<file path="config.mk">
export PLATFORM = sky130hd
export DESIGN_NAME = ttg_fifo
export DESIGN_NICKNAME = d
export VERILOG_FILES = /design/src/rtl/ttg_pkg.sv /design/src/rtl/ttg_fifo.sv
export SDC_FILE = /design/constraint.sdc
export NUM_CORES = 1
export LEC_CHECK = 0
export BUFFER_PORTS_ARGS = -buffer_cell sky130_fd_sc_hd__buf_2
export CORE_ASPECT_RATIO = 0.6
export CORE_MARGIN = 4
export CORE_UTILIZATION = 25
export DETAILED_ROUTE_END_ITERATION = 10
export PLACE_DENSITY = 0.44
export SLEW_MARGIN = 10
export SYNTH_ARGS = -nofsm -noshare
export SYNTH_HDL_FRONTEND = slang
export SYNTH_SLANG_ARGS = --single-unit
</file>
<file path="constraint.sdc">
create_clock -name clk -period 27.6 [get_ports clk]
set_input_delay 5.52 -clock clk [delete_from_list [all_inputs] [get_ports clk]]
set_output_delay 5.52 -clock clk [all_outputs]
set_load 0.05 [all_outputs]
</file>
<file path="src/rtl/ttg_pkg.sv">
// ttg_pkg: widths, job record and sequencer states for the triangle tangent generator.
// Depends on nothing; every other rtl file refers to it by scoped names.
package ttg_pkg;

	localparam int POS_W     = 32;
	localparam int TEX_W     = 16;
	localparam int TAN_W     = 16;
	localparam int DIFF_DROP = (POS_W > 35) ? POS_W - 35 : 0;
	localparam int E_W       = POS_W + 1 - DIFF_DROP;
	localparam int UVD_W     = TEX_W + 1;
	localparam int MAG_W     = E_W + UVD_W;
	localparam int T_W       = MAG_W + 1;
	localparam int NORM_BITS = 30;
	localparam int NV_W      = (MAG_W > NORM_BITS) ? MAG_W : NORM_BITS;
	localparam int CNT_W     = $clog2(NV_W + 1);
	localparam int SQ_W      = 2 * NORM_BITS + 2;
	localparam int RT_W      = NORM_BITS + 1;
	localparam int R_W       = RT_W + 1;
	localparam int UNIT_FRAC = TAN_W - 2;
	localparam int Q_W       = UNIT_FRAC + 1;
	localparam int N_W       = NORM_BITS + UNIT_FRAC + 1;
	localparam int DC_W      = $clog2(Q_W + 1);
	localparam int QDEPTH    = 2;
	localparam int QA_W      = $clog2(QDEPTH);
	localparam int QC_W      = $clog2(QDEPTH + 1);

	typedef struct packed {
		logic signed [E_W-1:0]   e10x;
		logic signed [E_W-1:0]   e10y;
		logic signed [E_W-1:0]   e10z;
		logic signed [E_W-1:0]   e20x;
		logic signed [E_W-1:0]   e20y;
		logic signed [E_W-1:0]   e20z;
		logic signed [UVD_W-1:0] d10u;
		logic signed [UVD_W-1:0] d10v;
		logic signed [UVD_W-1:0] d20u;
		logic signed [UVD_W-1:0] d20v;
	} job_t;

	typedef struct packed {
		logic push;
		job_t job;
	} q_push_t;

	typedef struct packed {
		logic full;
		logic empty;
	} q_stat_t;

	typedef enum logic [3:0] {
		ST_IDLE,
		ST_DET,
		ST_TAN,
		ST_LZ,
		ST_SHIFT,
		ST_SQ,
		ST_SQRT,
		ST_DINIT,
		ST_DIV,
		ST_OUT
	} bk_state_t;

	// edge difference, floor-shifted to E_W bits
	function automatic logic signed [E_W-1:0] diff_e(input logic signed [POS_W-1:0] a,
			input logic signed [POS_W-1:0] b);
		logic signed [POS_W:0] d;
		d = (POS_W + 1)'(a) - (POS_W + 1)'(b);
		return E_W'(d >>> DIFF_DROP);
	endfunction

	function automatic logic signed [UVD_W-1:0] diff_uv(input logic signed [TEX_W-1:0] a,
			input logic signed [TEX_W-1:0] b);
		return UVD_W'(a) - UVD_W'(b);
	endfunction

endpackage

</file>
<file path="src/rtl/ttg_fifo.sv">
// ttg_fifo: short job queue between front and back.
// Depends on ttg_pkg.
module ttg_fifo (
	input  logic             clk,
	input  logic             arst_n,
	input  ttg_pkg::q_push_t qpush,
	input  logic             pop,
	output ttg_pkg::q_stat_t qstat,
	output ttg_pkg::job_t    head
);

	ttg_pkg::job_t                mem_q [ttg_pkg::QDEPTH];
	logic [ttg_pkg::QA_W-1:0]     wp_q;
	logic [ttg_pkg::QA_W-1:0]     rp_q;
	logic [ttg_pkg::QC_W-1:0]     cnt_q;
	logic                         do_push;
	logic                         do_pop;

	assign qstat.full  = (cnt_q == ttg_pkg::QC_W'(ttg_pkg::QDEPTH));
	assign qstat.empty = (cnt_q == '0);
	assign do_push     = qpush.push && !qstat.full;
	assign do_pop      = pop && !qstat.empty;
	assign head        = mem_q[rp_q];

	// depth is a power of two, pointers wrap on their own
	always_ff @(posedge clk or negedge arst_n) begin
		if (!arst_n) begin
			wp_q  <= '0;
			rp_q  <= '0;
			cnt_q <= '0;
		end else begin
			if (do_push) begin
				wp_q <= wp_q + 1'b1;
			end
			if (do_pop) begin
				rp_q <= rp_q + 1'b1;
			end
			if (do_push && !do_pop) begin
				cnt_q <= cnt_q + 1'b1;
			end else if (do_pop && !do_push) begin
				cnt_q <= cnt_q - 1'b1;
			end
		end
	end

	always_ff @(posedge clk) begin
		if (do_push) begin
			mem_q[wp_q] <= qpush.job;
		end
	end

endmodule

</file>
* Word-level counts from Yosys, hierarchy flattened
Memory sizes are Yosys's and may differ from the RTL's.
Cells that the tools add are included.
** Operators by class
- Bitwise logic cells :: 0
- Magnitude comparators :: 0
- Add/subtract/negate cells :: 4
- Reduce and logical (&&, ||, !) cells :: 10
- Div/mod/pow operators :: 0
- Mux-type cells :: 4
- Shift operators :: 0
- Equality and inequality tests :: 1
- $mul :: 0
** Operators by type and width (count)
- $logic_and 1x1->1 :: 4
- $logic_not 1->1 :: 4
- $mux 2 :: 2
- $add 1x1->1 const B :: 2
- $add 2x1->2 const B :: 1
- $eq 2x2->1 const B :: 1
- $logic_not 2->1 :: 1
- $mux 1 :: 2
- $reduce_bool 2->1 :: 1
- $sub 2x1->2 const B :: 1
** Storage, ports and cells
- Bits in latches :: 0
- Input bits :: 270
- Memories kept :: 1
- Logic and storage cells :: 23
- Bits in writable memories :: 532
- Bits in registers :: 4
- Bits in read-only memories :: 0
- Output and inout port bits :: 268
** Memory list
- mem_q :: words 2, bits a word 266, rd ports 1, clocked after Yosys merged registers in 0, wr ports 1, line ttg_fifo.sv:12 : ttg_pkg::job_t mem_q [ttg_pkg::QDEPTH];

* Depth between registers and ports, before layout
Gate-level depths: netlist of run 1.
- Depth in word-level cells :: 7
- Mapped depth :: 7
- Mapped depth without buffers :: 7

* Worst setup path after synthesis of run 1
OpenSTA, ideal clock, no wires.
- Kind :: input to register
- Start point :: in qpush[266] in the netlist's numbering
- End point :: mem mem_q[0][0] in the netlist's numbering (enable)
- Required time :: 26.702 ns
- Buffers on the path :: 0
- Arrival time :: 16.626 ns
- Setup time :: 0.898 ns
- Slack :: 10.077 ns
- Cell stages on the path :: 2
- Path through :: nand2_1 > nor2_1
** On the way
- Cells in the longest elaborated chain, start to end :: 3
** Ends and longest elaborated chain
- from (decl) :: line ttg_fifo.sv:6 : input ttg_pkg::q_push_t qpush,
- $logic_and 1x1->1 :: line ttg_fifo.sv:21 : assign do_push = qpush.push && !qstat.full;
- $mux 1 :: line ttg_fifo.sv:47 : if (do_push) begin
- $mux 1 (implied by the code) :: line ttg_fifo.sv:48 : mem_q[wp_q] <= qpush.job;
- to (decl) :: line ttg_fifo.sv:12
Every way passes these cells.

==> results of run 1 <==
## final timing paths
check | to | depth (start not counted) | startpoint
worst max-delay path | head[21] | 4 | rp_q$_DFFE_PN0P_
worst min-delay path | cnt_q[1]$_DFFE_PN0P_ | 1 | cnt_q[1]$_DFFE_PN0P_
worst max register to register | mem_q[0][151]$_DFFE_PP_ | 6 | cnt_q[0]$_DFFE_PN0P_
worst min register to register | cnt_q[1]$_DFFE_PN0P_ | 1 | cnt_q[1]$_DFFE_PN0P_
max in group asynchronous | rp_q$_DFFE_PN0P_ | 1 | arst_n
min in group asynchronous | cnt_q[1]$_DFFE_PN0P_ | 1 | arst_n
## state kept, by name, summed over array words and instances (netlist names)
signal / count
wp_q: 1
rp_q: 1
mem_q: 532
cnt_q: 2
## synthesized netlist by cell type
cell type / number
and3_1: 1
buf_2: 3
buf_6: 27
dfrtp_1: 4
edfxtp_1: 532
ha_1: 1
inv_1: 2
mux2_2: 36
mux2_4: 230
nand2_1: 1
nand2b_1: 1
nor2_1: 3
o21ai_0: 1
xnor2_1: 3
xor2_1: 2
## through the flow
stage               hold slack, ps  utilization (%)  setup slack [ps]  cell area (µm²)
finish                         528             32.1             17980            25700
global route                   569             32.1             17740            25700
global placement               501             30.2             18590            24200
detailed placement             511             30.2             18530            24200
floorplan                      461                -             10080            20300
CTS                            527             32.1             17870            25700
## worst max-delay path, delay by kind of cell (launching register included)
kind | cells | cell delay [ps]
buffers and inverters | 3 | 1920
DFF | 1 | 1050
muxes | 1 | 360
## power by group through the flow
| stage | Clock (W) | Combinational, W | Sequential [W] |
|---|---|---|---|
| 6_report | 0.000656 | 0.00141 | 0.00118 |
| 2_1_floorplan | 0 | 0.00118 | 0.00123 |
| 3_3_place_gp | 0 | 0.00144 | 0.00120 |
| 4_1_cts | 0.000689 | 0.00144 | 0.00118 |
| 5_1_grt | 0.000727 | 0.00148 | 0.00120 |
| 3_5_place_dp | 0 | 0.00144 | 0.00120 |
## kinds of logic (layout without fill, tap and decap cells)
kind of cell,after synthesis,in the layout,share of synthesized area [%]
simple gates,6,6,0.135
mux,266,266,19.0
buf+inv,32,637,1.60
fa+ha+maj,1,1,0.0615
other cells,0,6,0
compound gates,1,1,0.0246
flops,536,536,79.0
xor+xnor,5,5,0.215
## cell type report
class / count / area [µm²] / area share (%)
clock buffer: 61 / 1360 / 5.28
multi-input combinational: 279 / 3960 / 15.4
timing repair buffer: 546 / 2780 / 10.8
inverter: 2 / 7.51 / 0.0292
tap: 1066 / 1330 / 5.19
sequential: 536 / 16100 / 62.5
antenna: 6 / 15.0 / 0.0584
clock inverter: 28 / 179 / 0.696
## metal layers
layer	part of all wire [%]	vias up	track usage (%)
li1	-	4536	-
met1	42	4891	13.3
met2	47	299	17.2
met3	8.5	85	4.35
met4	1.9	20	2.51
met5	0.29	-	0
==> results.tsv, run 1 <==
metric	value	unit
post_cts_buffers	0	
rsz0062_at_grt	false	
post-route-min-period	9620	ps
crit_top_cell	buf_4	
clock_skew	10.6	ps
hold_buffers	0	
htree_levels	2	
coreArea	0.0801	mm²
path_max_fanout	57	
p_int	0.00191	W
wl_per_cell	18.9	µm
worstPathCellList	buf_4, buf_4, mux2_4, buf_2	
p_sw_share	41.2	%
cts.clk_slew.worst_paths	60	ps
nets	1688	
crit_path_top_delay_cell	dfrtp_4	
antenna_found_initial	15	
avgSynthCellArea	24.0	µm²
final_cells	2524	
power	0.00325	W
die_area	0.0862	mm²
layout_common_cells	buf_2 (537), edfxtp_1 (532), mux2_4 (230)	
num_rows	80	
yosysSeqAreaShare	79.0	%
overflow	0	
yosys-top-cells-area	edfxtp_1 (79%), mux2_4 (17%), mux2_2 (2.0%)	
drc_errors	0	
fill_cells	7830	
start_util	25.4	%
reg2reg_slack	23620	ps
place_congestion	0.752	
portBuffers	537	
post-route-period-util	34.9	%
yosysUniqueCellTypes	15	
cts_buffers	52	
irDropWorstVdd	65.1	µV
cts_repair_resize_count	0	
final-setup-viol-count	0	
p_comb_share	43.5	%
dp_cells	2429	
slew_violations	0	
routed_wl	47700	µm
cts_tree	built	
synth_area	0.0203	mm²
drive_gt1_share	60.5	%
synth_cells	847	
yosys.area.top_type_share	78.5	%
yosysTopAreaCell	edfxtp_1	
ant_nets	0	
yosys_warnings	0	
power_frac_clock	20.2	%
p_sw	0.00134	W
fmax	0.104	GHz
tightestPinTransition	1080	ps
tns	0	ps
status	finished, final reports clean	
first_iter_violations	683	
required	22080	ps
slew_headroom	27.9	%
syn_nets	1118	
powerDensity	126	mW/mm²
num_vias	9831	
cts.sinks	536	
dp_hpwl	32600	µm
finalHoldViolations	0	
grt_pass1_vias	10518	
clock-root-buffer	clkbuf_16	
syn2layout_area_growth	26.3	%
endpoint_kind	primary output	
die_x	376	µm
clk_path_buf_depth	3	
ys_ff_latch	536	
cp_data_arrival_time	4100	ps
hp-class	reg2reg	
grt_use_total	10.6	%
grt_pass1_wl	69600	µm
startpoint_type	flip-flop	
vias_per_cell	3.90	
power.leakage	9.99	nW
max_stage_delay	1050	ps
cap_violations	0	
die_height	229	µm
drtPass1Iterations	6	
path_class	reg2out	
final_common_cell	buf_2	
grt_max_degree	147	
io_pins	538	
clkLatencyLatePin	580	ps
seqPwrFrac	36.3	%
No activity file was read; power rests on OpenSTA's default activity.
==> run 2: changes to the inputs <==
--- a/config.mk
+++ b/config.mk
@@ -10,7 +10,7 @@
 export CORE_MARGIN = 4
 export CORE_UTILIZATION = 25
 export DETAILED_ROUTE_END_ITERATION = 10
-export PLACE_DENSITY = 0.44
+export PLACE_DENSITY = 0.45
 export SLEW_MARGIN = 10
 export SYNTH_ARGS = -nofsm -noshare
 export SYNTH_HDL_FRONTEND = slang
==> constraint.sdc (replaced) <==
create_clock -name clk -period 7.7 [get_ports clk]
set_input_delay 1.54 -clock clk [delete_from_list [all_inputs] [get_ports clk]]
set_output_delay 1.54 -clock clk [all_outputs]
set_load 0.05 [all_outputs]
==> run 2 against run 1 <==
  * Die area unchanged
  * Sequential power rose to 3.5 times the previous value
  * Largest cell class unchanged
  * Global-route usage down 0.14 points
==> results.tsv, run 2 (same netlist as run 1, synthesis figures left out) <==
metric	value	unit
slew_headroom	24.8	%
grt_pass1_vias	10439	
post-route-period-util	56.5	%
whs_path_depth	1	
endpoint_kind	primary output	
largest_reg_flops	532	
vias_per_cell	3.90	
wl_per_cell	18.7	µm
reg2regPathDepth	3	
cts_buffers	51	
finalHoldViolations	0	
whs	516	ps
drc_errors	0	
die_area	0.0862	mm²
die_x	376	µm
clk_path_buf_depth	3	
overflow	0	
antenna_found_initial	13	
nets	1686	
crit_family	flip-flops	
startpoint_type	flip-flop	
hp-class	reg2reg	
final_common_cell	buf_2	
fill_cells	7812	
fmax	0.230	GHz
coreArea	0.0801	mm²
layout_common_cells	buf_2 (537), edfxtp_1 (532), mux2_4 (230)	
power.leakage	9.99	nW
first_iter_violations	475	
io_pins	538	
worstPathCellList	buf_12, mux2_4, buf_2	
cp.buffers_inverters	2	
worstHoldStart	cnt_q[1]$_DFFE_PN0P_	
cts.clk_slew.worst_paths	60	ps
htree_levels	2	
crit_start	rp_q$_DFFE_PN0P_	
start_util	25.4	%
cts_tree	built	
irDropWorstVdd	266	µV
clock-root-buffer	clkbuf_16	
grt_use_total	10.5	%
power	0.0117	W
required	6160	ps
ant_nets	0	
cp.depth	3	
post-route-min-period	4350	ps
grt_max_degree	144	
die_height	229	µm
cts_repair_resize_count	0	
utilization	32.2	%
drive_gt1_share	60.5	%
worst_r2r_startpoint	cnt_q[0]$_DFFE_PN0P_	
top_register	mem_q	
portBuffers	537	
fin_area	0.0258	mm²
top_regs	mem_q x532, cnt_q x2	
tightestPinTransition	1130	ps
path_max_fanout	105	
multiInputGateArea	0.00396	mm²
cts.sinks	536	
routed_wl	47100	µm
num_rows	80	
post_cts_buffers	0	
dpl_cell_area	0.0242	mm²
grt_pass1_wl	68600	µm
crit_path_top_delay_cell	dfrtp_4	
slew_violations	0	
powerDensity	455	mW/mm²
num_vias	9837	
path_class	reg2out	
final-setup-viol-count	0	
clkLatencyLatePin	580	ps
rsz0062_at_grt	false	
max_stage_delay	750	ps
status	finished, final reports clean	
ff_latch_area	0.0161	mm²
syn2layout_area_growth	26.5	%
dp_hpwl	32200	µm
clock_skew	22.0	ps
place_congestion	0.752	
cap_violations	0	
hold_buffers	0	
drtPass1Iterations	4	
tns	0	ps
cp_data_arrival_time	2810	ps
run 2: cell count changes in the layout (fill, tap and decap cells not counted), sizes merged:
cell	delta
clkinv	-7
clkbuf	+3
clkinvlp	+3
bufinv	+2
diode	-2
buf	-1
run 2: metal layers:
layer | wire length, µm | part of all wire, % | up-vias | track usage, %
met5 | 134 | 0.28 | - | 0
met4 | 954 | 2.0 | 22 | 2.71
met3 | 4520 | 9.6 | 84 | 4.62
met2 | 21800 | 46 | 317 | 16.9
met1 | 19800 | 42 | 4881 | 12.9
li1 | - | - | 4533 | -
run 2: power by group:
part	internal (W)	leakage [nW]	switching [W]
logic	0.00156	4.26	0.00357
clock network	0.00135	0.748	0.00105
registers	0.00400	4.99	0.000188
total	0.00690	9.99	0.00481
run 2: path summary, 6_finish.rpt:
kind / to / slack [ps]
worst min-delay path: cnt_q[1]$_DFFE_PN0P_ / 520
min in group asynchronous: cnt_q[1]$_DFFE_PN0P_ / 760
worst min register to register: cnt_q[1]$_DFFE_PN0P_ / 520
max in group asynchronous: rp_q$_DFFE_PN0P_ / 6800
worst max-delay path: head[202] / 3350
worst max register to register: mem_q[1][141]$_DFFE_PP_ / 5020
run 2: final cells by class:
cell class	count	area share, %
well taps	1066	5.18
diodes	4	0.0389
inverters	2	0.0292
clock buffers	64	5.15
flip-flops and latches	536	62.4
clock inverters	26	0.879
repair buffers	545	10.9
multi-input cells	279	15.4
run 2: stage by stage:
stage	instances	worst slack, ps
after CTS	2518	3300
after floorplan	847	1670
after global placement	2428	4000
after detailed placement	2428	3970
after global routing	2518	3230
final	2522	3350
==> run 3: changes to the inputs <==
--- a/config.mk
+++ b/config.mk
@@ -5,12 +5,13 @@
 export SDC_FILE = /design/constraint.sdc
 export NUM_CORES = 1
 export LEC_CHECK = 0
+export ABC_AREA = 1
 export BUFFER_PORTS_ARGS = -buffer_cell sky130_fd_sc_hd__buf_2
 export CORE_ASPECT_RATIO = 0.6
 export CORE_MARGIN = 4
 export CORE_UTILIZATION = 25
 export DETAILED_ROUTE_END_ITERATION = 10
-export PLACE_DENSITY = 0.45
+export PLACE_DENSITY = 0.46
 export SLEW_MARGIN = 10
 export SYNTH_ARGS = -nofsm -noshare
 export SYNTH_HDL_FRONTEND = slang
==> constraint.sdc (replaced) <==
create_clock -name clk -period 3.9 [get_ports clk]
set_input_delay 0.78 -clock clk [delete_from_list [all_inputs] [get_ports clk]]
set_output_delay 0.78 -clock clk [all_outputs]
set_load 0.05 [all_outputs]
==> run 3 against run 2 <==
  * Combinational power grew 110%
  * Global-route usage grew 1.2 points
  * Register-to-register slack lost 3100 ps
  * Clock power grew 100%
  * Total power grew 100%
  * Sequential share of layout area grew 1.5 points
  * First-iteration DRC count grew 35%
  * Via count grew 25%
  * Setup slack lost 2800 ps
  * Final area shrank 2.3%
  * Flip-flop and latch count is the same
==> results.tsv, run 3 <==
metric	value	unit
status	finished, final reports clean	
cp_data_arrival_time	2590	ps
start_util	25.3	%
finalHoldViolations	0	
synthArstFlopShare	0.746	%
io_pins	538	
yosys_warnings	0	
layout_common_cells	nand2_1 (806), buf_2 (537), edfxtp_1 (532)	
nets	2245	
syn_nets	1692	
place_congestion	0.870	
clkLatencyLatePin	580	ps
ys_ff_latch	536	
synth_cells	1421	
max_stage_delay	630	ps
htree_levels	2	
slew_headroom	28.2	%
powerDensity	933	mW/mm²
avgSynthCellArea	13.8	µm²
yosys-top-cells-count	nand2_1 (807), edfxtp_1 (532), buf_2 (27)	
post-route-min-period	3370	ps
cts.clk_slew.worst_paths	60	ps
top_regs	mem_q x532, cnt_q x2	
tns	0	ps
antenna_found_initial	10	
vias_per_cell	4.00	
ys.flop_type	edfxtp_1	
final-setup-viol-count	0	
crit_path_top_delay_cell	dfrtp_4	
syn2layout_area_growth	27.9	%
path_class	reg2out	
fin_area	0.0252	mm²
yosys.area.top_type_share	81.2	%
drc_errors	0	
die_height	225	µm
num_rows	79	
ant_nets	0	
fill_cells	7843	
cp.buffers_inverters	3	
clk_path_buf_depth	3	
cts.sinks	536	
wl_per_cell	16.5	µm
post-route-period-util	86.4	%
grt_use_total	11.7	%
required	3120	ps
die_area	0.0834	mm²
post-place-ws	1110	ps
irDropWorstVdd	540	µV
overflow	0	
yosysSeqAreaShare	81.7	%
cts_tree	built	
crit_top_cell	nand2_1	
fin_ws	529	ps
post_cts_buffers	0	
largest_reg_flops	532	
yosysUniqueCellTypes	17	
drive_gt1_share	31.6	%
synth_area	0.0197	mm²
hp-class	in2reg	
slew_violations	0	
yosysMostFrequentCell	nand2_1	
die_x	370	µm
fmax	0.297	GHz
synth_edf_count	532	
power.leakage	10.5	nW
coreArea	0.0777	mm²
cap_violations	0	
path_max_fanout	78	
grt_pass1_wl	75100	µm
portBuffers	537	
top_register	mem_q	
cts_buffers	52	
dp_hpwl	33500	µm
clock_skew	16.8	ps
num_vias	12308	
rsz0062_at_grt	false	
dpl_cell_area	0.0235	mm²
tightestPinTransition	1080	ps
final_common_cell	nand2_1	
yosysTopAreaCell	edfxtp_1	
grt_pass1_vias	12383	
routed_wl	50800	µm
endpoint_kind	primary output	
grt_max_degree	136	
first_iter_violations	643	
startpoint_type	flip-flop	
crit_family	buffers and inverters	
drtPass1Iterations	6	
clock-root-buffer	clkbuf_16	
worstPathCellList	inv_8, buf_12, nand2_1, nand2_1, buf_2	
yosys-top-cells-area	edfxtp_1 (81%), nand2_1 (15%), buf_6 (1.4%)	
[run 3: layer usage]
| layer | wire (µm) | share of wire, % | track usage [%] | vias up |
|---|---|---|---|---|
| met5 | 45 | 0.089 | 0 | - |
| met4 | 921 | 1.8 | 2.82 | 8 |
| met3 | 4030 | 7.9 | 3.66 | 74 |
| met2 | 23500 | 46 | 18.5 | 393 |
| met1 | 22300 | 44 | 15.6 | 5903 |
| li1 | - | - | - | 5930 |
[run 3: worst paths after layout]
path / from / end / slack (ps) / cells past startpoint
setup / recovery: rp_q$_DFFE_PN0P_ / head[80] / 530 / 5
max in group asynchronous: arst_n / rp_q$_DFFE_PN0P_ / 3230 / 2
setup reg to reg: cnt_q[1]$_DFFE_PN0P_ / mem_q[1][58]$_DFFE_PP_ / 1870 / 4
min in group asynchronous: arst_n / cnt_q[1]$_DFFE_PN0P_ / 530 / 2
hold / removal: qpush[143] / mem_q[1][143]$_DFFE_PP_ / 380 / 1
hold reg to reg: wp_q$_DFFE_PN0P_ / wp_q$_DFFE_PN0P_ / 490 / 2
[run 3: final cells by class]
type,count,area (µm²),share of cell area (%)
Timing Repair Buffer,558,2990,11.9
Multi-Input combinational cell,818,3120,12.4
Sequential cell,536,16100,63.9
Tap cell,1053,1320,5.24
Clock inverter,27,208,0.825
Antenna cell,6,15.0,0.0597
Clock buffer,68,1380,5.49
Inverter,8,53.8,0.214
[run 3: through the flow]
| stage | hold slack [ps] | std cells | utilization [%] | total power [W] |
|---|---|---|---|---|
| 2_1_floorplan | 449 | 1421 | - | 0.0164 |
| 3_3_place_gp | 463 | 2972 | 30.3 | 0.0190 |
| 3_5_place_dp | 476 | 2972 | 30.3 | 0.0190 |
| 4_1_cts | 306 | 3068 | 32.4 | 0.0239 |
| 5_1_grt | 317 | 3070 | 32.4 | 0.0247 |
| 6_report | 379 | 3074 | 32.4 | 0.0235 |
[run 3: worst reg2reg max path, delay by kind of cell, from the launching register on]
kind / cells / cell delay, ps
flip-flops: 1 / 410
AO/OA/AOI/OAI: 1 / 110
AND/OR/NAND/NOR: 1 / 190
buffers and inverters: 2 / 560
[run 3: kinds of logic (layout without fill, tap and decap cells)]
logic type	count (synthesis)	after routing	share of synthesized area (%)
AOI/OAI and AO/OA	2	2	0.0509
xor gates and xnor gates	1	1	0.0445
buffers and inverters	67	661	2.55
and+or+nand+nor	814	814	15.6
other	0	6	0
adders and majority gates	1	1	0.0636
DFF	536	536	81.7
[run 3: repair_timing]
item,4_1_cts,5_1_grt
resized for setup,0,0
hold buffers,1,0
hold endpoints to repair,4,0
[run 3: power breakdown]
part | switching [W] | internal, W
combinational | 0.00853 | 0.00195
sequential | 0.000338 | 0.00786
clock | 0.00211 | 0.00269
