**src/rtl/ttg_pkg.sv**
```systemverilog
// ttg_pkg: widths, job record and sequencer states for the triangle tangent generator.
// Depends on nothing; every other rtl file refers to it by scoped names.
package ttg_pkg;

	localparam int POS_W     = 32;
	localparam int TEX_W     = 16;
	localparam int TAN_W     = 16;
	localparam int DIFF_DROP = (POS_W > 35) ? POS_W - 35 : 0;
	localparam int E_W       = POS_W + 1 - DIFF_DROP;
	localparam int UVD_W     = TEX_W + 1;
	localparam int MAG_W     = E_W + UVD_W;
	localparam int T_W       = MAG_W + 1;
	localparam int NORM_BITS = 30;
	localparam int NV_W      = (MAG_W > NORM_BITS) ? MAG_W : NORM_BITS;
	localparam int CNT_W     = $clog2(NV_W + 1);
	localparam int SQ_W      = 2 * NORM_BITS + 2;
	localparam int RT_W      = NORM_BITS + 1;
	localparam int R_W       = RT_W + 1;
	localparam int UNIT_FRAC = TAN_W - 2;
	localparam int Q_W       = UNIT_FRAC + 1;
	localparam int N_W       = NORM_BITS + UNIT_FRAC + 1;
	localparam int DC_W      = $clog2(Q_W + 1);
	localparam int QDEPTH    = 2;
	localparam int QA_W      = $clog2(QDEPTH);
	localparam int QC_W      = $clog2(QDEPTH + 1);

	typedef struct packed {
		logic signed [E_W-1:0]   e10x;
		logic signed [E_W-1:0]   e10y;
		logic signed [E_W-1:0]   e10z;
		logic signed [E_W-1:0]   e20x;
		logic signed [E_W-1:0]   e20y;
		logic signed [E_W-1:0]   e20z;
		logic signed [UVD_W-1:0] d10u;
		logic signed [UVD_W-1:0] d10v;
		logic signed [UVD_W-1:0] d20u;
		logic signed [UVD_W-1:0] d20v;
	} job_t;

	typedef struct packed {
		logic push;
		job_t job;
	} q_push_t;

	typedef struct packed {
		logic full;
		logic empty;
	} q_stat_t;

	typedef enum logic [3:0] {
		ST_IDLE,
		ST_DET,
		ST_TAN,
		ST_LZ,
		ST_SHIFT,
		ST_SQ,
		ST_SQRT,
		ST_DINIT,
		ST_DIV,
		ST_OUT
	} bk_state_t;

	// edge difference, floor-shifted to E_W bits
	function automatic logic signed [E_W-1:0] diff_e(input logic signed [POS_W-1:0] a,
			input logic signed [POS_W-1:0] b);
		logic signed [POS_W:0] d;
		d = (POS_W + 1)'(a) - (POS_W + 1)'(b);
		return E_W'(d >>> DIFF_DROP);
	endfunction

	function automatic logic signed [UVD_W-1:0] diff_uv(input logic signed [TEX_W-1:0] a,
			input logic signed [TEX_W-1:0] b);
		return UVD_W'(a) - UVD_W'(b);
	endfunction

endpackage

```
**src/rtl/ttg_if.sv**
```systemverilog
// ttg_if: vertex and tangent channel interfaces (valid/ready plus payload).
// Depends on ttg_pkg for field widths.
interface ttg_vtx_if;
	logic                             valid;
	logic                             ready;
	logic signed [ttg_pkg::POS_W-1:0] pos_x;
	logic signed [ttg_pkg::POS_W-1:0] pos_y;
	logic signed [ttg_pkg::POS_W-1:0] pos_z;
	logic signed [ttg_pkg::TEX_W-1:0] tex_u;
	logic signed [ttg_pkg::TEX_W-1:0] tex_v;
	logic                             last_in_mesh;
	modport source(output valid, pos_x, pos_y, pos_z, tex_u, tex_v, last_in_mesh, input ready);
	modport sink(input valid, pos_x, pos_y, pos_z, tex_u, tex_v, last_in_mesh, output ready);
endinterface


```
**src/rtl/ttg_front.sv**
```systemverilog
// ttg_front: vertex intake, corner holding, edge/UV differences on the third corner.
// Depends on ttg_pkg and ttg_vtx_if.
module ttg_front (
	input  logic               clk,
	input  logic               arst_n,
	ttg_vtx_if.sink            vtx,
	input  ttg_pkg::q_stat_t   qstat,
	output ttg_pkg::q_push_t   qpush
);

	logic [1:0]                       count_q;
	logic signed [ttg_pkg::POS_W-1:0] hpx_q [2];
	logic signed [ttg_pkg::POS_W-1:0] hpy_q [2];
	logic signed [ttg_pkg::POS_W-1:0] hpz_q [2];
	logic signed [ttg_pkg::TEX_W-1:0] hu_q [2];
	logic signed [ttg_pkg::TEX_W-1:0] hv_q [2];
	logic                             third;
	logic                             acc;

	assign third     = (count_q == 2'd2);
	assign vtx.ready = !third || !qstat.full;
	assign acc       = vtx.valid && vtx.ready;

	always_comb begin
		qpush.push     = acc && third;
		qpush.job.e10x = ttg_pkg::diff_e(hpx_q[1], hpx_q[0]);
		qpush.job.e10y = ttg_pkg::diff_e(hpy_q[1], hpy_q[0]);
		qpush.job.e10z = ttg_pkg::diff_e(hpz_q[1], hpz_q[0]);
		qpush.job.e20x = ttg_pkg::diff_e(vtx.pos_x, hpx_q[0]);
		qpush.job.e20y = ttg_pkg::diff_e(vtx.pos_y, hpy_q[0]);
		qpush.job.e20z = ttg_pkg::diff_e(vtx.pos_z, hpz_q[0]);
		qpush.job.d10u = ttg_pkg::diff_uv(hu_q[1], hu_q[0]);
		qpush.job.d10v = ttg_pkg::diff_uv(hv_q[1], hv_q[0]);
		qpush.job.d20u = ttg_pkg::diff_uv(vtx.tex_u, hu_q[0]);
		qpush.job.d20v = ttg_pkg::diff_uv(vtx.tex_v, hv_q[0]);
	end

	always_ff @(posedge clk or negedge arst_n) begin
		if (!arst_n) begin
			count_q <= 2'd0;
		end else if (acc) begin
			if (vtx.last_in_mesh || third) begin
				count_q <= 2'd0;
			end else begin
				count_q <= count_q + 2'd1;
			end
		end
	end

	always_ff @(posedge clk) begin
		if (acc && !third) begin
			hpx_q[count_q[0]] <= vtx.pos_x;
			hpy_q[count_q[0]] <= vtx.pos_y;
			hpz_q[count_q[0]] <= vtx.pos_z;
			hu_q[count_q[0]]  <= vtx.tex_u;
			hv_q[count_q[0]]  <= vtx.tex_v;
		end
	end

endmodule

```
**src/flat_wrapper.sv**
```systemverilog
// flat-port wrapper written by rule: the top's interface ports become plain ports
module ttg_front_flat 
  (clk, arst_n, qstat, qpush, vtx_valid, vtx_pos_x, vtx_pos_y, vtx_pos_z, vtx_tex_u, vtx_tex_v, vtx_last_in_mesh, vtx_ready);
  ttg_vtx_if vtx_i ();
  input  logic clk;
  input  logic arst_n;
  input  ttg_pkg::q_stat_t qstat;
  output ttg_pkg::q_push_t qpush;
  input wire logic [$bits(vtx_i.valid)-1:0] vtx_valid;
  input wire logic [$bits(vtx_i.pos_x)-1:0] vtx_pos_x;
  input wire logic [$bits(vtx_i.pos_y)-1:0] vtx_pos_y;
  input wire logic [$bits(vtx_i.pos_z)-1:0] vtx_pos_z;
  input wire logic [$bits(vtx_i.tex_u)-1:0] vtx_tex_u;
  input wire logic [$bits(vtx_i.tex_v)-1:0] vtx_tex_v;
  input wire logic [$bits(vtx_i.last_in_mesh)-1:0] vtx_last_in_mesh;
  output wire logic [$bits(vtx_i.ready)-1:0] vtx_ready;
  assign vtx_i.valid = vtx_valid;
  assign vtx_i.pos_x = vtx_pos_x;
  assign vtx_i.pos_y = vtx_pos_y;
  assign vtx_i.pos_z = vtx_pos_z;
  assign vtx_i.tex_u = vtx_tex_u;
  assign vtx_i.tex_v = vtx_tex_v;
  assign vtx_i.last_in_mesh = vtx_last_in_mesh;
  assign vtx_ready = vtx_i.ready;
  ttg_front u_core (.clk(clk), .arst_n(arst_n), .vtx(vtx_i), .qstat(qstat), .qpush(qpush));
endmodule
```
**config.mk**
```make
export PLATFORM = sky130hd
export DESIGN_NAME = ttg_front_flat
export DESIGN_NICKNAME = d
export VERILOG_FILES = /design/src/rtl/ttg_pkg.sv /design/src/rtl/ttg_if.sv /design/src/rtl/ttg_front.sv /design/src/flat_wrapper.sv
export SDC_FILE = /design/constraint.sdc
export NUM_CORES = 1
export LEC_CHECK = 0
export BUFFER_PORTS_ARGS = -buffer_cell sky130_fd_sc_hd__buf_2
export CAP_MARGIN = 40
export CORE_AREA = 5 5 220 222
export DETAILED_ROUTE_END_ITERATION = 12
export DIE_AREA = 0 0 225 227
export PLACE_DENSITY = 0.71
export SYNTH_ARGS = -nofsm -noshare
export SYNTH_HDL_FRONTEND = slang
export SYNTH_SLANG_ARGS = --single-unit
```
**constraint.sdc**
```tcl
create_clock -name clk -period 11.8 [get_ports clk]
set_input_delay 1.18 -clock clk [delete_from_list [all_inputs] [get_ports clk]]
set_output_delay 1.18 -clock clk [all_outputs]
set_load 0.1 [all_outputs]
```
* Word-level counts from Yosys, hierarchy flattened
Memories as Yosys holds them, arrays and structs flattened.
Cells that the tools add are included.
** Word-level totals
- Register bits :: 2
- Memories :: 5
- RAM bits :: 256
** Memories
- u_core.hpx_q :: depth 2, bits a word 32, read ports 2, clocked after Yosys merged registers in 0, write ports 1, line ttg_front.sv:12 : logic signed [ttg_pkg::POS_W-1:0] hpx_q [2];
- u_core.hpy_q :: depth 2, bits a word 32, read ports 2, clocked after Yosys merged registers in 0, write ports 1, line ttg_front.sv:13 : logic signed [ttg_pkg::POS_W-1:0] hpy_q [2];
- u_core.hpz_q :: depth 2, bits a word 32, read ports 2, clocked after Yosys merged registers in 0, write ports 1, line ttg_front.sv:14 : logic signed [ttg_pkg::POS_W-1:0] hpz_q [2];
- u_core.hu_q :: depth 2, bits a word 16, read ports 2, clocked after Yosys merged registers in 0, write ports 1, line ttg_front.sv:15 : logic signed [ttg_pkg::TEX_W-1:0] hu_q [2];
- u_core.hv_q :: depth 2, bits a word 16, read ports 2, clocked after Yosys merged registers in 0, write ports 1, line ttg_front.sv:16 : logic signed [ttg_pkg::TEX_W-1:0] hv_q [2];
** Operators by class
- Reductions and logical operators :: 7
- $add $sub $neg :: 11
- Muxes and demuxes :: 3
- Equal/unequal tests :: 1
** Operator list (count)
- subtractor 32 x 32 -> 33 bit :: 6
- subtractor 16 x 16 -> 17 bit :: 4
- logical AND 1 bit :: 3
- adder 2 x 1 -> 2 bit (second input constant) :: 1
- == test 2 bit (second input constant) :: 1
- logical NOT 1 bit :: 2
- logical OR 1 bit :: 2
- two-way mux 1 bit :: 2
- two-way mux 2 bit :: 1

* Depth between registers and ports, before layout
Gate-level depths: netlist of run 1.
- Word-level depth :: 7
- Mapped depth :: 12

* Worst setup path before layout of run 1
OpenSTA, ideal clock, no wires.
- Path kind :: in2reg
- Start point :: in vtx_valid
- End point :: mem u_core.hpx_q[0][0] (netlist bit) (enable)
- Arrival :: 6599 ps
- Path slack :: 4584 ps
- Path buffers :: 0
- Stages :: 2
- Path through :: nand2b_1 > nor2_1
** On the way
- Cells in the longest elaborated chain, start to end :: 4
** Ends and longest elaborated chain
- start, declared :: line flat_wrapper.sv:9 : input wire logic [$bits(vtx_i.valid)-1:0] vtx_valid;
- logical AND 1 bit :: line ttg_front.sv:22 : assign acc = vtx.valid && vtx.ready;
- logical AND 1 bit :: line ttg_front.sv:51 : if (acc && !third) begin
- two-way mux 1 bit :: line ttg_front.sv:51
- two-way mux 1 bit (implied by the code) :: line ttg_front.sv:52 : hpx_q[count_q[0]] <= vtx.pos_x;
- end, declared :: line ttg_front.sv:12
No other way between the ends.

==> results of run 1 <==
-- final timing paths --
check / start / end / slack [ns]
max reg2reg: u_core.count_q[0]$_DFFE_PN0P_ / u_core.hpx_q[1][5]$_DFFE_PP_ / 9.02
max in group asynchronous: arst_n / u_core.count_q[1]$_DFFE_PN0P_ / 11.31
max: vtx_pos_x[0] / qpush[164] / 5.85
min in group clk: u_core.count_q[1]$_DFFE_PN0P_ / u_core.count_q[1]$_DFFE_PN0P_ / 0.52
min: arst_n / u_core.count_q[0]$_DFFE_PN0P_ / 0.40
min reg2reg: u_core.count_q[1]$_DFFE_PN0P_ / u_core.count_q[1]$_DFFE_PN0P_ / 0.52
-- registers in the layout, indices dropped and copies added (netlist names) --
register        count
u_core.count_q      2
u_core.hpx_q       64
u_core.hpy_q       64
u_core.hpz_q       64
u_core.hu_q        32
u_core.hv_q        32
-- logic make-up (layout without fill, tap and decap cells) --
| logic type | after synthesis | in the layout | share of synthesized area |
|---|---|---|---|
| and+or+nand+nor | 470 | 470 | 0.113 |
| DFF | 258 | 258 | 0.379 |
| AOI/OAI and AO/OA | 637 | 637 | 0.206 |
| other | 0 | 6 | 0 |
| buffers and inverters | 244 | 685 | 0.0454 |
| muxes | 3 | 3 | 0.00147 |
| adders and majority gates | 267 | 267 | 0.167 |
| xor gates and xnor gates | 205 | 205 | 0.0879 |
-- area by class of cell --
class                           instances  area (sq um)
Fill cell                            4137         21800
Sequential cell                       258          7740
Tap cell                              607           759
Antenna cell                            6          15.0
Timing Repair Buffer                  407          2110
Clock buffer                           35           791
Inverter                              223           837
Clock inverter                         20           285
Multi-Input combinational cell       1582         11800
-- synth_stat cells (all sizes together) (22+ instances only) --
cell type,n,area [sq um]
ha,257,3220
edfxtp,256,7690
inv,223,837
a21oi,174,882
xnor2,146,1280
nor2,135,507
o21ai,114,574
nand2,109,409
a21o,107,803
xor2,59,517
nor2b,46,288
a31oi,33,206
o21a,31,233
nand3,30,150
and3,29,183
nand2b,25,156
nor3,24,120
o21bai,22,165
-- placed cells by master (no fill, tap or decap), drive strengths merged, types with 7 or more instances in the layout --
cell type and instances:
clkinv 8, nor3 24, bufinv 7, nor2 135, o31ai 15, xor2 59
fa 10, a211oi 11, ha 257, clkbuf 35, nand3 30, a31oi 33
a21boi 21, xnor2 146, o41ai 8, nand2b 25, nand4 16, inv 224
a31o 10, o21bai 22, nor2b 46, a21oi 174, o21ai 114, or2 14
o211ai 12, o31a 10, a221oi 12, edfxtp 256, o21a 31, a21o 107
and3 29, and4 10, buf 407, and2 13, nand2 109
-- routing by layer --
metal	part of all wire	global-route usage	vias to the layer above
met3	0.080	0.0616	115
met4	0.027	0.0554	20
met2	0.48	0.366	524
li1	-	-	8504
met5	0.0022	0	-
met1	0.41	0.251	8176
-- per-stage QoR --
| stage | cells | hold WS [ns] | setup WS [ns] | instance area [sq um] | util |
|---|---|---|---|---|---|
| CTS | 3132 | 0.357 | 5.93 | 24300 | 0.526 |
| finish | 3138 | 0.402 | 5.85 | 24300 | 0.527 |
| detailed placement | 3077 | 0.509 | 5.95 | 23200 | 0.503 |
| global placement | 3074 | 0.464 | 5.96 | 23100 | 0.501 |
| floorplan | 2084 | 0.451 | 4.58 | 20400 | - |
| global route | 3135 | 0.369 | 5.65 | 24300 | 0.527 |
-- worst max-delay path, cell delays in order --
cell	delay, ns
buf_2	0.11
inv_1	0.05
ha_1	0.18
fa_1	0.22
nand2b_1	0.15
a21oi_1	0.10
o21ai_0	0.33
a21boi_0	0.25
a311o_1	0.46
a221oi_1	0.45
o22ai_1	0.30
a32o_1	0.35
a31oi_1	0.17
buf_2	0.45
==> run metrics, run 1 <==
Post-synth EDFFs 256; DR pass1 iterations 5; total global routing overflow 0; RSZ-0062 raised after global routing no; total number of H-tree levels 1; clk_skew 0.0150 ns; post-DP HPWL 45,800 um; synthesized area per cell 9.80 sq um; clock slew at reported path FFs 0.06 ns; min cycle time layout 5.95 ns; Initial DRC Count 1,020; status complete, no violations; Crit path arrival time 4.77 ns; register area share after synthesis 0.379; layout cells sized above 1 0.195; vias per cell 5.53; clk_lat worst skew 0.56 ns; antenna violations before repair 16; worst slew margin relative to its limit 0.408; Boundary Pins 402; post-cts resize count 0; Num Clock Sinks 258; cts bufs inserted 30; Nets 2,903; Final ANT Viol Nets 0; Yosys cell types 77; CP Class primary input to output port; pins over their slew limit 0; Synth Flop Type edfxtp_1; Net Count, Synth 2,485; I/O Buffers 400; routability cong. 0.935; Final Setup Violations 0; largest net degree at the start of global routing 63; Worst Path Max Fanout 5; vias in the first global route 17.1k; area grow syn2layout 19.0%; Worst Hold Class primary input to asynchronous set/reset pin; Cell Area, Synth 20,400 sq um; TritonCTS clock tree yes; Final period util 0.504; DIE AREA 51,100 sq um; FMAX 168 MHz; Initial Util 0.443; Post-synth ARST share 0.00775; TNS Setup 0 ns; Worst-Margin Slew 0.888 ns; Seq cells post-synth 258; Die Y 227 um; worst reg-to-reg path cell count 8; synth warn 0; Hold Vio Cnt, Final 0; CTS Hold Bufs 0; post-CTS setup buffer count 0; first-pass GRT wire length 87,300 um; row cnt 79; number of remaining DRC errors 0; drt wl/cell 18.1 um; CTS Root Cell clkbuf_16; # Max-Cap Violations 0; CP Capture Type output port; total routed wirelength 56,700 um; core area 46,200 sq um; CP Launch Type primary input; die width 225 um; clk buf depth 3; Vias 17.3k; Mapped Cells 2,084; CP required 10.62 ns; GRT Total Usage 0.208
Power of run 1 is not shown: default switching activity piles up to over one toggle a cycle in this logic, so the estimate is an artifact.
==> run 2: changes to the inputs <==
PLACE_DENSITY = 0.74   (was 0.71)
clock period = 5.4 ns   (was 11.8 ns; I/O delays follow)
==> run 2 against run 1 <==
  * Setup slack worse by 5.3 ns
  * Clock skew about the same
  * First-iteration DRC count down 21%
  * Global-route usage up 0.19 points
  * Sequential cell count unchanged
  * Final area down 0.38%
==> run metrics, run 2 (synthesized netlist as in run 1, its figures left out) <==
pins over their slew limit 0 (unchanged); post-DP HPWL 45,100 um (-1.4%); TritonCTS clock tree yes; cts bufs inserted 34 (+13%); RSZ-0062 raised after global routing no; clk buf depth 3 (unchanged); status complete, no violations; die width 225 um (unchanged); first-pass GRT wire length 87,700 um (+0.46%); CP Class flop to output port; Initial DRC Count 804 (-21%); CP Capture Type output port; Die Y 227 um (unchanged); Initial Util 0.443 (unchanged); Final Setup Violations 0 (unchanged); CTS Root Cell clkbuf_16; Final ANT Viol Nets 0 (unchanged); antenna violations before repair 15 (-1); total routed wirelength 56,500 um (-0.22%); # Max-Cap Violations 0 (unchanged); WHS Path Cells 2; GRT Total Usage 0.210 (+0.00185); vias in the first global route 17.4k (+1.7%); post-CTS setup buffer count 0 (unchanged); Worst Hold Class primary input to flop; clk_lat worst skew 0.52 ns (-0.04 ns); most frequent cells in the layout buf_2, ha_1, edfxtp_1, inv_1, a21oi_1; vias per cell 5.53 (about the same); Hold Vio Cnt, Final 0 (unchanged); Worst-Margin Slew 0.909 ns (+0.0215 ns); FMAX 205 MHz; largest net degree at the start of global routing 129 (+100%); routability cong. 0.938 (+0.29%); Worst Path Max Fanout 3 (-2); R2R Setup Slk 2.79 ns (-6.23 ns); Nets 2,904 (+0.034%); Hold Startpoint vtx_last_in_mesh; clock slew at reported path FFs 0.05 ns (about the same); core area 46,200 sq um (unchanged); drt wl/cell 18.0 um (-0.41%); Vias 17.4k (+0.28%); min cycle time layout 4.87 ns; RR Startpoint u_core.count_q[0]$_DFFE_PN0P_; Boundary Pins 402 (unchanged); worst r2r dst u_core.hpy_q[0][30]$_DFFE_PP_; total number of H-tree levels 2 (+1); DR pass1 iterations 5 (unchanged); row cnt 79 (unchanged); Num Clock Sinks 258 (unchanged); worst reg-to-reg path cell count 5 (-3); Final period util 0.901; post-cts resize count 0 (unchanged); I/O Buffers 400 (unchanged); total global routing overflow 0 (unchanged); worst slew margin relative to its limit 0.394 (-0.0143); Hold Slack 0.212 ns (-0.189 ns); fillcell total 4,165 (+0.68%); Crit path arrival time 4.33 ns (-0.44 ns); DIE AREA 51,100 sq um (unchanged); CTS Hold Bufs 1 (+1); CP required 4.86 ns (-5.76 ns); CP Launch Type flop; clk_skew 0.0153 ns (+0.000316 ns); layout cells sized above 1 0.194 (-0.00166); area grow syn2layout 18.5%; number of remaining DRC errors 0 (unchanged); commonest non-fill, non-tap cell in the layout buf_2; Hold EP u_core.count_q[0]$_DFFE_PN0P_
## run 2: worst max-delay path by stage
stage | slack (ns) | end | depth (start not counted) | startpoint
finish | 0.53 | qpush[98] | 12 | u_core.hpz_q[0][2]$_DFFE_PP_
CTS | 0.52 | qpush[98] | 12 | u_core.hpz_q[0][2]$_DFFE_PP_
detailed placement | 0.79 | qpush[98] | 14 | vtx_pos_z[0]
global route | 0.22 | qpush[98] | 12 | u_core.hpz_q[0][0]$_DFFE_PP_
global placement | 0.85 | qpush[98] | 14 | vtx_pos_z[0]
floorplan | -1.35 | u_core.hpx_q[0][0]$_DFFE_PP_ | 4 | u_core.count_q[0]$_DFFE_PN0P_
## run 2: through the flow
stage	instances	setup slack, ns	TNS [ns]	area (sq um)	utilization
final	3144	0.533	0	24200	0.525
after global routing	3141	0.217	0	24200	0.525
after CTS	3133	0.517	0	24200	0.524
after detailed placement	3073	0.794	0	23200	0.502
after global placement	3073	0.850	0	23200	0.502
after floorplan	2084	-1.35	-345.26	20400	-
## run 2: layer usage
layer	track usage	vias up	wire (um)
met5	0	-	51
li1	-	8513	-
met4	0.0890	8	2050
met3	0.0543	134	4310
met1	0.251	8145	23000
met2	0.362	587	27200
## run 2: cell type report
type / count / area, sq um / share of cell area
diodes: 11 / 27.5 / 0.00114
repair buffers: 404 / 2060 / 0.0850
inverters: 223 / 837 / 0.0346
well taps: 607 / 759 / 0.0314
clock inverters: 18 / 120 / 0.00496
multi-input cells: 1582 / 11800 / 0.486
flip-flops and latches: 258 / 7740 / 0.319
clock buffers: 41 / 898 / 0.0371
## run 2: critical path, cell delays in order (launching register included)
cell	delay (ns)
edfxtp_1	0.36
inv_1	0.10
ha_1	0.26
nor2b_1	0.16
o31a_1	0.27
o311a_1	0.34
o41ai_1	0.56
a21oi_1	0.26
a211oi_1	0.38
o21ai_1	0.19
a41oi_1	0.31
xnor2_1	0.16
buf_2	0.45
Power of run 2 is left out for the same reason.
==> run 3: changes to the inputs <==
CORE_AREA = 2 2 217 219   (was 5 5 220 222)
DIE_AREA = 0 0 219 221   (was 0 0 225 227)
==> run 3 against run 2 <==
  * Worst hold slack got worse by 0.052 ns
  * Global-route usage rose by 0.63 points
  * Sequential cell count did not move
  * Final area fell by 0.13%
  * First-iteration DRC count rose by 22%
  * Via count fell by 0.49%
  * Critical endpoint is now qpush[130]
==> run metrics, run 3 (synthesized netlist as in run 1, its figures left out) <==
RSZ-0062 raised after global routing no; Hold Vio Cnt, Final 0 (unchanged); post-DP HPWL 43,700 um (-3.3%); routability cong. 0.970 (+3.5%); number of remaining DRC errors 0 (unchanged); Worst Path Max Fanout 5 (+2); I/O Buffers 400 (unchanged); CP Class flop to output port; pins over their slew limit 0 (unchanged); Final Util 0.525 (about the same); layout cells sized above 1 0.194 (+0.000396); clk buf depth 3 (unchanged); drt wl/cell 17.3 um (-3.8%); DR pass1 iterations 5 (unchanged); Finished Cell Area 24,200 sq um (-0.13%); area grow syn2layout 18.4%; clk_skew 0.0162 ns (+0.000910 ns); worst slew margin relative to its limit 0.265 (-0.129); CP required 4.86 ns (about the same); multi-input logic area 11,800 sq um (unchanged); Worst Hold Class primary input to flop; CP Launch Type flop; TritonCTS clock tree yes; Num Clock Sinks 258 (unchanged); CTS Root Cell clkbuf_16; Worst-Margin Slew 1.10 ns (+0.194 ns); Initial DRC Count 983 (+22%); CP Capture Type output port; status complete, no violations; clock slew at reported path FFs 0.06 ns (about the same); GRT Total Usage 0.216 (+0.00627); Die Y 221 um (-2.6%); DIE AREA 48,400 sq um (-5.2%); FF+latch area 7740 sq um (unchanged); clk_lat worst skew 0.57 ns (+0.05 ns); total number of H-tree levels 1 (-1); min cycle time layout 5.01 ns (+0.147 ns); total global routing overflow 0 (unchanged); Initial Util 0.444 (+0.000950); first-pass GRT wire length 85,100 um (-2.9%); Crit path arrival time 4.47 ns (+0.14 ns); placed cell area 23,200 sq um (+0.12%); vias per cell 5.50 (-0.49%); total routed wirelength 54,400 um (-3.8%); Vias 17.3k (-0.49%); antenna violations before repair 11 (-4); final setup margin 0.386 ns (-0.147 ns); Final period util 0.928 (+0.0272); FMAX 199 MHz (-2.9%); pre-CTS setup slack 0.821 ns (+0.0274 ns); Final ANT Viol Nets 0 (unchanged); cts bufs inserted 31 (-8.8%); Nets 2,903 (-0.034%); die width 219 um (-2.7%); Boundary Pins 402 (unchanged); commonest non-fill, non-tap cell in the layout buf_2; fillcell total 4,115 (-1.2%); largest net degree at the start of global routing 129 (unchanged); # Max-Cap Violations 0 (unchanged); most frequent cells in the layout buf_2, ha_1, edfxtp_1, inv_1, a21oi_1; Final Setup Violations 0 (unchanged); row cnt 79 (unchanged); post-CTS setup buffer count 0 (unchanged); core area 46,100 sq um (-0.21%); vias in the first global route 17.1k (-1.8%)
## run 3: cell count changes in the layout (fill, tap and decap cells not counted)
cell        delta
buf_4          +1
clkinvlp_4     -1
bufinv_16      +1
clkbuf_16      -4
buf_12         +1
clkinv_2       +1
clkinv_4       +3
inv_6          -1
clkbuf_1       -1
## run 3: worst paths after layout
| check | startpoint | endpoint | slack, ns | cells after the start |
|---|---|---|---|---|
| hold / removal | vtx_last_in_mesh | u_core.count_q[1]$_DFFE_PN0P_ | 0.16 | 2 |
| max in group asynchronous | arst_n | u_core.count_q[0]$_DFFE_PN0P_ | 5.01 | 2 |
| setup / recovery | u_core.hpy_q[0][1]$_DFFE_PP_ | qpush[130] | 0.39 | 12 |
| setup reg to reg | u_core.count_q[0]$_DFFE_PN0P_ | u_core.hu_q[1][13]$_DFFE_PP_ | 2.98 | 5 |
| hold reg to reg | u_core.count_q[1]$_DFFE_PN0P_ | u_core.count_q[1]$_DFFE_PN0P_ | 0.49 | 2 |
| min in group asynchronous | arst_n | u_core.count_q[1]$_DFFE_PN0P_ | 0.29 | 2 |
## run 3: area by class of cell
class / instances / share of cell area
multi-input combinational: 1582 / 0.487
sequential: 258 / 0.320
timing repair buffer: 406 / 0.0863
inverter: 223 / 0.0346
clock buffer: 36 / 0.0328
tap: 607 / 0.0314
clock inverter: 21 / 0.00683
antenna: 11 / 0.00114
## run 3: critical path, cell delays in order, from the launching register on
cell and delay (ns):
edfxtp_1 0.43, inv_1 0.10, ha_1 0.27, nor2b_1 0.19, o31ai_1 0.14, a211oi_1 0.67, o2111ai_1 0.25, a31oi_1 0.24
o22ai_1 0.17, o41ai_1 0.54, a21oi_1 0.20, xnor2_1 0.24, buf_2 0.47
## run 3: repair_timing
action	in CTS	in global routing
resized for setup	0	0
hold buffers	1	0
endpoints found under the hold margin	2	0
## run 3: layer usage
| layer | wire [um] | global-route usage |
|---|---|---|
| met1 | 22300 | 0.259 |
| met2 | 26100 | 0.378 |
| met3 | 4140 | 0.0506 |
| met4 | 1800 | 0.0752 |
| met5 | 62 | 0 |
## run 3: metrics by stage
| stage | hold WS (ns) | instances | TNS, ns |
|---|---|---|---|
| after floorplan | 0.244 | 2084 | -345.26 |
| after global placement | 0.326 | 3074 | 0 |
| after detailed placement | 0.331 | 3075 | 0 |
| after CTS | 0.125 | 3133 | 0 |
| after global routing | 0.143 | 3136 | 0 |
| final | 0.160 | 3144 | 0 |
Power of run 3 is left out for the same reason.
